## config.mk

```make
export PLATFORM = sky130hd
export DESIGN_NAME = overwriting_event_trace_buffer
export DESIGN_NICKNAME = d
export VERILOG_FILES = /design/src/design/ovtb_pkg.sv /design/src/design/ovtb_ctrl.sv /design/src/design/ovtb_datapath.sv /design/src/design/overwriting_event_trace_buffer.sv
export SDC_FILE = /design/constraint.sdc
export NUM_CORES = 2
export LEC_CHECK = 0
export CAP_MARGIN = 0
export CORE_MARGIN = 5
export CORE_UTILIZATION = 63
export DETAILED_ROUTE_END_ITERATION = 16
export DONT_BUFFER_PORTS = 1
export PLACE_DENSITY_LB_ADDON = 0.08
export SETUP_SLACK_MARGIN = 0.2
export SYNTH_ARGS = -nofsm -noshare
export SYNTH_HDL_FRONTEND = slang
export SYNTH_SLANG_ARGS = --single-unit
```

## constraint.sdc

```tcl
create_clock -name clk -period 24.7 [get_ports clk]
set_input_delay 1.235 -clock clk [delete_from_list [all_inputs] [get_ports clk]]
set_output_delay 1.235 -clock clk [all_outputs]
set_load 0.02 [all_outputs]
```

## src/design/ovtb_pkg.sv

```systemverilog
// Shared types and constants for the overwriting event trace buffer.
`default_nettype none

package ovtb_pkg;

    // Field widths fixed by the record format
    localparam int CFG_W  = 5;
    localparam int CMD_W  = 2;
    localparam int SEQ_W  = 64;
    localparam int TS_W   = 64;
    localparam int SEV_W  = 3;
    localparam int SRC_W  = 4;
    localparam int CODE_W = 16;
    localparam int OCC_W  = 5;
    localparam int KIND_W = 2;

    // Capacity register value after reset
    localparam logic [CFG_W-1:0] CAP_RESET = 5'd16;

    // Command codes
    localparam logic [CMD_W-1:0] CMD_LOG   = 2'd0;
    localparam logic [CMD_W-1:0] CMD_SNAP  = 2'd1;
    localparam logic [CMD_W-1:0] CMD_CLEAR = 2'd2;

    // Result kinds
    localparam logic [KIND_W-1:0] KIND_LOG   = 2'd0;
    localparam logic [KIND_W-1:0] KIND_SNAP  = 2'd1;
    localparam logic [KIND_W-1:0] KIND_CLEAR = 2'd2;

    // Controller states
    typedef enum logic {
        ST_IDLE,
        ST_SNAP
    } state_t;

    // One stored record
    typedef struct packed {
        logic [SEQ_W-1:0]  seq;
        logic [TS_W-1:0]   ts;
        logic [CODE_W-1:0] code;
        logic [SRC_W-1:0]  src;
        logic [SEV_W-1:0]  sev;
    } rec_t;

    // Commands from controller to datapath
    typedef struct packed {
        logic              log_en;
        logic              clear_en;
        logic              snap_begin;
        logic              rd_issue;
        logic              rec_load;
        logic              ack_load;
        logic [KIND_W-1:0] ack_kind;
    } ctrl_cmd_t;

    // Status from datapath to controller
    typedef struct packed {
        logic fill_zero;
        logic rd_at_end;
    } dp_status_t;

endpackage

`default_nettype wire

```

## src/design/ovtb_ctrl.sv

```systemverilog
// Controller: handshakes, snapshot sequencing and result pipeline valids.
`default_nettype none

module ovtb_ctrl
    import ovtb_pkg::*;
(
    input  wire logic             clk,
    input  wire logic             rst_n,
    input  wire logic             in_valid,
    output logic                  in_ready,
    input  wire logic [CMD_W-1:0] command,
    output logic                  out_valid,
    input  wire logic             out_ready,
    input  wire dp_status_t       status,
    output ctrl_cmd_t             ctl
);

    state_t state_reg;
    state_t state_next;
    logic   rd_valid_reg;
    logic   rd_valid_next;
    logic   out_valid_reg;
    logic   out_valid_next;
    logic   out_free;
    logic   ready_c;

    // Next state, commands and pipeline valids
    always_comb
    begin
        state_next = state_reg;
        ctl        = '0;
        ready_c    = 1'b0;
        out_free   = !out_valid_reg || out_ready;

        // Move a fetched record into the output register when it is free
        ctl.rec_load = rd_valid_reg && out_free;

        unique case (state_reg)
            ST_IDLE:
            begin
                ready_c = !rd_valid_reg && out_free;
                if (in_valid && ready_c)
                begin
                    unique case (command)
                        CMD_LOG:
                        begin
                            ctl.log_en   = 1'b1;
                            ctl.ack_load = 1'b1;
                            ctl.ack_kind = KIND_LOG;
                        end
                        CMD_SNAP:
                        begin
                            if (status.fill_zero)
                            begin
                                ctl.ack_load = 1'b1;
                                ctl.ack_kind = KIND_SNAP;
                            end
                            else
                            begin
                                ctl.snap_begin = 1'b1;
                                state_next     = ST_SNAP;
                            end
                        end
                        CMD_CLEAR:
                        begin
                            ctl.clear_en = 1'b1;
                            ctl.ack_load = 1'b1;
                            ctl.ack_kind = KIND_CLEAR;
                        end
                        default:
                        begin
                            // unused code: take the transfer, no result
                        end
                    endcase
                end
            end
            ST_SNAP:
            begin
                // Issue one read whenever the fetch stage can take it
                if (!rd_valid_reg || ctl.rec_load)
                begin
                    ctl.rd_issue = 1'b1;
                    if (status.rd_at_end)
                    begin
                        state_next = ST_IDLE;
                    end
                end
            end
            default:
            begin
                state_next = ST_IDLE;
            end
        endcase

        if (ctl.rd_issue)
        begin
            rd_valid_next = 1'b1;
        end
        else if (ctl.rec_load)
        begin
            rd_valid_next = 1'b0;
        end
        else
        begin
            rd_valid_next = rd_valid_reg;
        end

        if (ctl.ack_load || ctl.rec_load)
        begin
            out_valid_next = 1'b1;
        end
        else if (out_ready)
        begin
            out_valid_next = 1'b0;
        end
        else
        begin
            out_valid_next = out_valid_reg;
        end
    end

    // State and valid registers
    always_ff @(posedge clk or negedge rst_n)
    begin
        if (!rst_n)
        begin
            state_reg     <= ST_IDLE;
            rd_valid_reg  <= 1'b0;
            out_valid_reg <= 1'b0;
        end
        else
        begin
            state_reg     <= state_next;
            rd_valid_reg  <= rd_valid_next;
            out_valid_reg <= out_valid_next;
        end
    end

    assign in_ready  = ready_c;
    assign out_valid = out_valid_reg;

endmodule

`default_nettype wire

```

## src/design/ovtb_datapath.sv

```systemverilog
// Datapath: record memory, pointers, counters and the result register.
`default_nettype none

module ovtb_datapath
    import ovtb_pkg::*;
#(
    parameter int MAX_RECORDS = 16
)
(
    input  wire logic              clk,
    input  wire logic              rst_n,
    input  wire logic              cfg_we,
    input  wire logic [CFG_W-1:0]  cfg_wdata,
    input  wire logic [TS_W-1:0]   event_time,
    input  wire logic [SEV_W-1:0]  severity,
    input  wire logic [SRC_W-1:0]  event_source,
    input  wire logic [CODE_W-1:0] event_code,
    input  wire ctrl_cmd_t         ctl,
    output dp_status_t             status,
    output logic [KIND_W-1:0]      kind,
    output logic [SEQ_W-1:0]       sequence_res,
    output logic [TS_W-1:0]        rec_timestamp,
    output logic [SEV_W-1:0]       rec_severity,
    output logic [SRC_W-1:0]       rec_source,
    output logic [CODE_W-1:0]      rec_code,
    output logic                   record_valid,
    output logic                   last,
    output logic [OCC_W-1:0]       occupancy,
    output logic [SEQ_W-1:0]       dropped_total
);

    localparam int CNT_W = $clog2(MAX_RECORDS + 1);
    localparam int PTR_W = (MAX_RECORDS > 1) ? $clog2(MAX_RECORDS) : 1;
    localparam int CMP_W = (CNT_W > CFG_W) ? CNT_W : CFG_W;

    // Configuration and bookkeeping
    logic [CFG_W-1:0] cap_reg;
    logic [CNT_W-1:0] fill_reg;
    logic [CNT_W-1:0] fill_next;
    logic [PTR_W-1:0] start_reg;
    logic [PTR_W-1:0] start_next;
    logic [SEQ_W-1:0] seq_reg;
    logic [SEQ_W-1:0] seq_next;
    logic [SEQ_W-1:0] drop_reg;
    logic [SEQ_W-1:0] drop_next;

    // Snapshot read-out
    logic [PTR_W-1:0] rd_ptr_reg;
    logic [PTR_W-1:0] rd_ptr_next;
    logic [CNT_W-1:0] rd_cnt_reg;
    logic [CNT_W-1:0] rd_cnt_next;
    rec_t             rd_data_reg;
    logic             rd_last_reg;

    // Result register
    logic [KIND_W-1:0] kind_reg;
    logic [SEQ_W-1:0]  seq_res_reg;
    logic [TS_W-1:0]   rec_ts_reg;
    logic [SEV_W-1:0]  rec_sev_reg;
    logic [SRC_W-1:0]  rec_src_reg;
    logic [CODE_W-1:0] rec_code_reg;
    logic              rec_valid_reg;
    logic              last_reg;
    logic [OCC_W-1:0]  occ_reg;
    logic [SEQ_W-1:0]  dropped_reg;

    // Record store
    rec_t             mem [MAX_RECORDS];

    logic [CMP_W-1:0] cap_wide;
    logic [CNT_W-1:0] cap_now;
    logic             cap_zero;
    logic             do_log;
    logic             fill_lt_cap;
    logic [PTR_W-1:0] slot;
    rec_t             wr_rec;

    // Clamp the capacity to the store depth
    always_comb
    begin
        cap_wide = (CMP_W'(cap_reg) > CMP_W'(MAX_RECORDS)) ? CMP_W'(MAX_RECORDS)
                                                           : CMP_W'(cap_reg);
        cap_now  = CNT_W'(cap_wide);
        cap_zero = (cap_now == '0);
    end

    // Log slot choice and next bookkeeping values
    always_comb
    begin
        do_log      = ctl.log_en && !cap_zero;
        fill_lt_cap = (fill_reg < cap_now);
        slot        = fill_lt_cap ? fill_reg[PTR_W-1:0] : start_reg;

        fill_next  = fill_reg;
        start_next = start_reg;
        seq_next   = seq_reg;
        drop_next  = drop_reg;

        if (cfg_we)
        begin
            fill_next  = '0;
            start_next = '0;
        end
        else if (ctl.clear_en)
        begin
            fill_next  = '0;
            start_next = '0;
            drop_next  = '0;
        end
        else if (do_log)
        begin
            seq_next = seq_reg + SEQ_W'(1);
            if (fill_lt_cap)
            begin
                fill_next = fill_reg + CNT_W'(1);
            end
            else
            begin
                // overwrite the oldest record and advance the start
                drop_next = drop_reg + SEQ_W'(1);
                if (CNT_W'(start_reg) + CNT_W'(1) == cap_now)
                begin
                    start_next = '0;
                end
                else
                begin
                    start_next = start_reg + PTR_W'(1);
                end
            end
        end

        wr_rec.seq  = seq_reg;
        wr_rec.ts   = event_time;
        wr_rec.code = event_code;
        wr_rec.src  = event_source;
        wr_rec.sev  = severity;
    end

    // Snapshot walk from the oldest record
    always_comb
    begin
        rd_ptr_next = rd_ptr_reg;
        rd_cnt_next = rd_cnt_reg;
        if (ctl.snap_begin)
        begin
            rd_ptr_next = start_reg;
            rd_cnt_next = '0;
        end
        else if (ctl.rd_issue)
        begin
            rd_cnt_next = rd_cnt_reg + CNT_W'(1);
            if (CNT_W'(rd_ptr_reg) + CNT_W'(1) == fill_reg)
            begin
                rd_ptr_next = '0;
            end
            else
            begin
                rd_ptr_next = rd_ptr_reg + PTR_W'(1);
            end
        end

        status.fill_zero = (fill_reg == '0);
        status.rd_at_end = (rd_cnt_reg + CNT_W'(1) == fill_reg);
    end

    // Control registers
    always_ff @(posedge clk or negedge rst_n)
    begin
        if (!rst_n)
        begin
            cap_reg    <= CAP_RESET;
            fill_reg   <= '0;
            start_reg  <= '0;
            seq_reg    <= SEQ_W'(1);
            drop_reg   <= '0;
            rd_ptr_reg <= '0;
            rd_cnt_reg <= '0;
        end
        else
        begin
            if (cfg_we)
            begin
                cap_reg <= cfg_wdata;
            end
            fill_reg   <= fill_next;
            start_reg  <= start_next;
            seq_reg    <= seq_next;
            drop_reg   <= drop_next;
            rd_ptr_reg <= rd_ptr_next;
            rd_cnt_reg <= rd_cnt_next;
        end
    end

    // Record memory write port
    always_ff @(posedge clk)
    begin
        if (do_log)
        begin
            mem[slot] <= wr_rec;
        end
    end

    // Record memory read port, registered
    always_ff @(posedge clk)
    begin
        if (ctl.rd_issue)
        begin
            rd_data_reg <= mem[rd_ptr_reg];
            rd_last_reg <= status.rd_at_end;
        end
    end

    // Result register: acknowledges or fetched records
    always_ff @(posedge clk)
    begin
        if (ctl.ack_load)
        begin
            kind_reg      <= ctl.ack_kind;
            seq_res_reg   <= do_log ? seq_reg : '0;
            rec_ts_reg    <= '0;
            rec_sev_reg   <= '0;
            rec_src_reg   <= '0;
            rec_code_reg  <= '0;
            rec_valid_reg <= 1'b0;
            last_reg      <= 1'b1;
            occ_reg       <= OCC_W'(fill_next);
            dropped_reg   <= drop_next;
        end
        else if (ctl.rec_load)
        begin
            kind_reg      <= KIND_SNAP;
            seq_res_reg   <= rd_data_reg.seq;
            rec_ts_reg    <= rd_data_reg.ts;
            rec_sev_reg   <= rd_data_reg.sev;
            rec_src_reg   <= rd_data_reg.src;
            rec_code_reg  <= rd_data_reg.code;
            rec_valid_reg <= 1'b1;
            last_reg      <= rd_last_reg;
            occ_reg       <= OCC_W'(fill_reg);
            dropped_reg   <= drop_reg;
        end
    end

    assign kind          = kind_reg;
    assign sequence_res  = seq_res_reg;
    assign rec_timestamp = rec_ts_reg;
    assign rec_severity  = rec_sev_reg;
    assign rec_source    = rec_src_reg;
    assign rec_code      = rec_code_reg;
    assign record_valid  = rec_valid_reg;
    assign last          = last_reg;
    assign occupancy     = occ_reg;
    assign dropped_total = dropped_reg;

endmodule

`default_nettype wire

```

## src/design/overwriting_event_trace_buffer.sv

```systemverilog
// Top level of the overwriting event trace buffer.
//
//   channel  signals                                     transfer when
//   -------  ------------------------------------------  -------------------------
//   input    in_valid/in_ready, command, event_time,      in_valid & in_ready
//            severity, event_source, event_code
//   output   out_valid/out_ready, kind .. dropped_total   out_valid & out_ready
//   config   cfg_we, cfg_wdata (capacity_in_use)          cfg_we
//
// Log, clear and empty snapshots can follow one another every cycle while results
// drain. A snapshot of N records sets the read address, does a registered memory
// read and moves its first record to the output register, then one per cycle while
// the output is free; the next item is taken once the last record has left the
// read register. Reset empties the store, sets the capacity to 16 and the sequence
// to one. A stalled output holds its result and back-pressures the walk and input.
`default_nettype none

module overwriting_event_trace_buffer
    import ovtb_pkg::*;
#(
    parameter int MAX_RECORDS = 16
)
(
    input  wire logic              clk,
    input  wire logic              rst_n,
    input  wire logic              cfg_we,
    input  wire logic [CFG_W-1:0]  cfg_wdata,
    input  wire logic              in_valid,
    output logic                   in_ready,
    input  wire logic [CMD_W-1:0]  command,
    input  wire logic [TS_W-1:0]   event_time,
    input  wire logic [SEV_W-1:0]  severity,
    input  wire logic [SRC_W-1:0]  event_source,
    input  wire logic [CODE_W-1:0] event_code,
    output logic                   out_valid,
    input  wire logic              out_ready,
    output logic [KIND_W-1:0]      kind,
    output logic [SEQ_W-1:0]       sequence_res,
    output logic [TS_W-1:0]        rec_timestamp,
    output logic [SEV_W-1:0]       rec_severity,
    output logic [SRC_W-1:0]       rec_source,
    output logic [CODE_W-1:0]      rec_code,
    output logic                   record_valid,
    output logic                   last,
    output logic [OCC_W-1:0]       occupancy,
    output logic [SEQ_W-1:0]       dropped_total
);

    ctrl_cmd_t  ctl;
    dp_status_t status;

    // Sequencing and handshakes
    ovtb_ctrl u_ctrl (
        .clk       (clk),
        .rst_n     (rst_n),
        .in_valid  (in_valid),
        .in_ready  (in_ready),
        .command   (command),
        .out_valid (out_valid),
        .out_ready (out_ready),
        .status    (status),
        .ctl       (ctl)
    );

    // Storage and result formation
    ovtb_datapath #(
        .MAX_RECORDS (MAX_RECORDS)
    ) u_datapath (
        .clk           (clk),
        .rst_n         (rst_n),
        .cfg_we        (cfg_we),
        .cfg_wdata     (cfg_wdata),
        .event_time    (event_time),
        .severity      (severity),
        .event_source  (event_source),
        .event_code    (event_code),
        .ctl           (ctl),
        .status        (status),
        .kind          (kind),
        .sequence_res  (sequence_res),
        .rec_timestamp (rec_timestamp),
        .rec_severity  (rec_severity),
        .rec_source    (rec_source),
        .rec_code      (rec_code),
        .record_valid  (record_valid),
        .last          (last),
        .occupancy     (occupancy),
        .dropped_total (dropped_total)
    );

endmodule

`default_nettype wire
```

# == Yosys cells after proc, flatten, opt, wreduce, memory -nomap -nowiden ==
# Memory sizes are Yosys's and may differ from the RTL's. A register that Yosys moved wholly into a read port is not among the register bits.
# Cells that the tools add are included.
# totals
input_bits,99
memories,1
wordCells,113
reg_bits,379
out_inout_bits,226
ramBits,2416
# op_classes
reduce_logical,20
add_sub_neg,8
n_mux,52
magnitude_cmp,2
n_eq_ne,6
bitwise,3
# mem_list
name,depth,word_bits,rd,rd_ports_with_merged_regs,wr,line,text
u_datapath.mem,16,151,1,1,1,ovtb_datapath.sv:68,rec_t mem [MAX_RECORDS];
# op_table
operator,count
$mux 64,9
$add 64x1->64 const B,2
$mux 5,9
$mux 4,9
$mux 1,16
$eq 5x5->1,3
$mux 3,5
$add 4x1->5 const B,2
$add 5x1->5 const B,2
$logic_not 5->1,2
$pmux 3 s3,1
$add 4x1->4 const B,2
$reduce_bool 2->1,4
$gt 5x5->1 const B,1
$lt 5x5->1,1
$logic_and 1x1->1,4
$mux 2,2
$logic_not 1->1,3
$logic_or 1x1->1,3
$ne 3x3->1 const B,1
$not 1->1,3
$reduce_and 3->1,1
$reduce_bool 3->1,1
$eq 2x1->1 const B,1
4 further kinds,4

# == Depth between registers and ports, before layout ==
# depth
depth_word,11
mapped_depth,11
ltp_nobuf,9

# == Modules after synthesis ==
# Synthesis repeated with hierarchy kept, for this count alone.
# hier_totals
hier_cells,6397
hier_area_um2,114529.8
# by_module_without_submodules
module,area_each_um2,seq_area_each_um2,n_inst,cells_per_inst
ovtb_datapath,114268.3,86730.7,1,6369
ovtb_ctrl,261.5,75.1,1,28

# == Worst setup path before layout ==
# OpenSTA, ideal clock, no wires.
# synth_path
kind,input -> register
from,input out_ready
to,"memory u_datapath.mem[4][0] in the netlist's numbering, enable pin"
slack_ns,11.491
t_required_ns,23.853
arrival_time_ns,12.363
n_path_buf,2
setup_ns,0.847
cell_stages,6
cell_sequence,nand2b_1 -> and3_1 -> clkbuf_1 -> nand2_1 -> clkbuf_1 -> nor3_1
# synth_between
elab_chain_len,8
# synth_rtl
element,line,text
start: declaration,overwriting_event_trace_buffer.sv:36,"input wire logic out_ready,"
$logic_or 1x1->1,ovtb_ctrl.sv:33,out_free = !out_valid_reg || out_ready;
$logic_and 1x1->1,ovtb_ctrl.sv:41,ready_c = !rd_valid_reg && out_free;
$logic_and 1x1->1,ovtb_ctrl.sv:42,if (in_valid && ready_c)
$mux 3,ovtb_ctrl.sv:42,
$mux 3,ovtb_ctrl.sv:38,unique case (state_reg)
$logic_and 1x1->1,ovtb_datapath.sv:90,do_log = ctl.log_en && !cap_zero;
$mux 1,ovtb_datapath.sv:197,if (do_log)
$mux 1 (implied by the code),ovtb_datapath.sv:199,mem[slot] <= wr_rec;
end: declaration,ovtb_datapath.sv:68,
# Every way passes these cells.

# == Worst setup path after layout ==
# layout_path
from,register u_datapath.cap_reg[4]
to,"memory u_datapath.mem[15][25] in the netlist's numbering, enable pin"
# layout_between
elab_chain_len,7
elab_cells_between_ends,9
classes_between,order compare: 2; mux: 4; reduce/logical: 3
# layout_rtl
element,line,text
start: declaration,ovtb_datapath.sv:37,logic [CFG_W-1:0] cap_reg;
start signal: assignment,ovtb_datapath.sv:183,cap_reg <= cfg_wdata;
$gt 5x5->1,ovtb_datapath.sv:81,cap_wide = (CMP_W'(cap_reg) > CMP_W'(MAX_RECORDS)) ? CMP_W'(MAX_RECORDS)
$mux 5 (*),ovtb_datapath.sv:81,
"parallel branches: the longest is 5 deep, another holds $lt 5x5->1",-,
# Mark *: on every way between the ends.

==> results.toml <==
[timing]
finalHoldViolations = 0
worst_pin_slew_ns = 1.23
fin_skew_ns = 0.0361
hold_ws_ns = 0.164
tns_ns = 0
rsz0062_at_grt = "false"
slew_violations = 0
fmax_mhz = 161
relSlewSlack = 0.178
setup_viol = 0
finalCritPeriodShare = 0.252
fin_crit_ns = 6.23

[cells_and_area]
layout-drive-gt1-share = 0.156
layout_common_cells = "edfxtp_1 (2703), nand2_1 (522), mux2i_1 (456)"
fin_util = 0.701
layout_commonest_cell = "edfxtp_1"
layout.nets = 6497
syn_to_final_growth_pct = 10.6
fill_cells = 11100
largest_reg_flops = 2416

[setup_path]
end_kind = "flop"
critPathBufInv = 4
crit_fanout = 55
critPathKind = "flop to flop"
reg2reg_slack_ns = 18.47
startpoint_type = "flop"
cp.required_ns = 25.23
path_common_cell = "buf_4"
rr_startpoint = "u_datapath.cap_reg[4]"
cp.arrival_ns = 6.76
r2r_end = "u_datapath.mem[15][25]"
crit_chain = "inv_1, nand2_1, ha_1, a21o_1, o21a_1, nor2_2, and3_1, o21bai_1, nor2_4, buf_4, buf_4, buf_4"
max_stage_delay_ns = 1.02
slowest_stage = "buf_4"
ff2ff_path_depth = 12
crit_family = "buffers and inverters"

[synth]
ys_async_sr_fraction = 0.0523
synth_cells = 6326
synthXorXnorAreaFrac = 0.0111
synth_cell_types = 71
muxShareOfSynthArea = 0.116
syn_area_um2 = 113000
yosysSeqAreaShare = 0.767
postSynth.topFlopCell = "edfxtp_1"
avgSynthCellArea_um2 = 17.9
yosys.area_share.simple = 0.0416
synth_edf_count = 2703
syn_nets = 6436
synthAdderAreaFrac = 0.00122
yosys_warnings = 0
synth_top_family_by_area = "multiplexers"
synth_seq_cells = 2946
synth_compound_area_frac = 0.0502

[job]
drv_cap = 0

[power_and_ir_drop]
ir_drop_mv = 0.0822
cellPowerDensity_nw_per_um2 = 95.1
leakage_nw = 40.2

[clock_tree]
cts_root_buf = "clkbuf_16"
cts.path.max_buffers = 4
cts_tree = "yes"
path_clk_slew_ns = 0.07
cts_setup_buffers = 0
cts_made_buffers = 301
clock-sinks = 2946
clkLatencyLatePin_ns = 0.92
htreeDepth = 5

[placement]
dp_hpwl_um = 134000
place.port_buffers = 0
gp_congestion = 0.842

[die]
start_util = 0.634
num_rows = 155
core_um2 = 179000
die_area_um2 = 188000
die_w_um = 434
die_h_um = 434
io_pins = 325

[route]
drc = 0
drt_iter0_drc = 6449
final_antenna_net_count = 0
vias = 59100
wl_um = 272000
routedWlPerCell_um = 30.3
firstDrtPassIters = 5
viasPerCell = 6.59

[hold_path]
min_path_type = "input pin to asynchronous set/reset pin"

[grt]
grt.overflow.total = 0
grt_pass1_vias = 59200
grt_max_degree = 155
antenna_found_initial = 7
grt_usage = 0.290
grt_pass1_wl_um = 397000

[status]
outcome = "complete, no violations"
[power by group]
group          internal (mW)  total, mW  switching (mW)
combinational          0.739       1.70           0.964
clock                   2.52       4.33            1.81
sequential              5.65       5.88           0.237
total                   8.90       11.9            3.01
[per-layer routing]
| metal | wire, µm | track usage |
|---|---|---|
| met4 | 8150 | 0.0896 |
| met1 | 109000 | 0.410 |
| met5 | 25 | 0 |
| met3 | 22100 | 0.0527 |
| met2 | 133000 | 0.469 |
[synth_stat cells (3+ instances only)]
cell      instances  area (µm²)
nor2_1          181         679
nor4_1           15        93.8
a21o_1            3        22.5
o21ai_0         321        1610
nor3b_1           4        30.0
nor2b_1           4        25.0
nor4b_1           3        26.3
o21ai_1           3        15.0
edfxtp_1       2703       81200
buf_2           102         510
a221oi_1        151        1320
mux4_2          302        6800
mux2i_1         456        4560
nand2b_1          7        43.8
nor4_4            3        63.8
mux2_2          158        1780
and3_1           20         125
xnor2_1          81         709
nand3b_1          3        22.5
or2_2             4        25.0
ha_1             11         138
and2_1           11        68.8
o31ai_1           3        22.5
nand4_1          50         313
nand3_2           3        30.0
clkbuf_1        203         762
buf_4             3        22.5
nand3_1         115         576
a21oi_1         245        1230
dfrtp_1         152        3800
nor3_1           43         215
a22oi_1         154        1160
buf_1            33         124
nand2_1         526        1970
or3_1             6        37.5
nor4_2            7        87.6
or4_1             3        22.5
o31a_1            4        35.0
dfxtp_1          89        1780
and4_1           17         149
xor2_1           62         543
a31oi_1           3        18.8
inv_1            23        86.3
[stage by stage]
stage / instance area, µm² / instances / power (mW) / setup slack [ns]
after floorplan: 113000 / 6326 / 7.26 / 11.49
after global placement: 116000 / 8438 / 7.67 / 17.99
after detailed placement: 116000 / 8438 / 7.69 / 17.83
after CTS: 125000 / 8959 / 12.0 / 18.41
after global routing: 125000 / 8960 / 12.3 / 18.16
final: 125000 / 8963 / 11.9 / 18.47
[cells by family after synthesis]
group | Yosys count
flops | 2946
simple gates | 1036
mux | 916
compound gates | 910
buf+inv | 364
xor+xnor | 143
fa+ha+maj | 11
[how the worst max path moves through the flow]
stage	startpoint	slack (ns)	cells after the start	endpoint
6_report	u_datapath.cap_reg[4]	18.47	12	u_datapath.mem[15][25]
5_1_grt	u_datapath.cap_reg[4]	18.16	12	u_datapath.mem[15][25]
4_1_cts	u_datapath.cap_reg[4]	18.41	12	u_datapath.mem[15][25]
3_5_place_dp	out_ready	17.83	8	u_datapath.mem[15][26]
3_3_place_gp	out_ready	17.99	8	u_datapath.mem[15][26]
2_1_floorplan	out_ready	11.49	6	u_datapath.mem[4][0]
[timing repair]
action	4_1_cts	5_1_grt
hold buffers	1	0
endpoints found under the hold margin	152	0
resized for setup	0	0
[layout make-up]
| cell class | instances | area [µm²] | share of cell area |
|---|---|---|---|
| Inverter | 23 | 93.8 | 0.000749 |
| Timing Repair Buffer | 99 | 976 | 0.00779 |
| Antenna cell | 4 | 10.0 | 0.0000799 |
| Tap cell | 2355 | 2950 | 0.0235 |
| Clock buffer | 398 | 8240 | 0.0658 |
| Clock inverter | 122 | 1040 | 0.00829 |
| Multi-Input combinational cell | 3016 | 25100 | 0.200 |
| Sequential cell | 2946 | 86800 | 0.693 |
(Power assumes the default switching activity.)
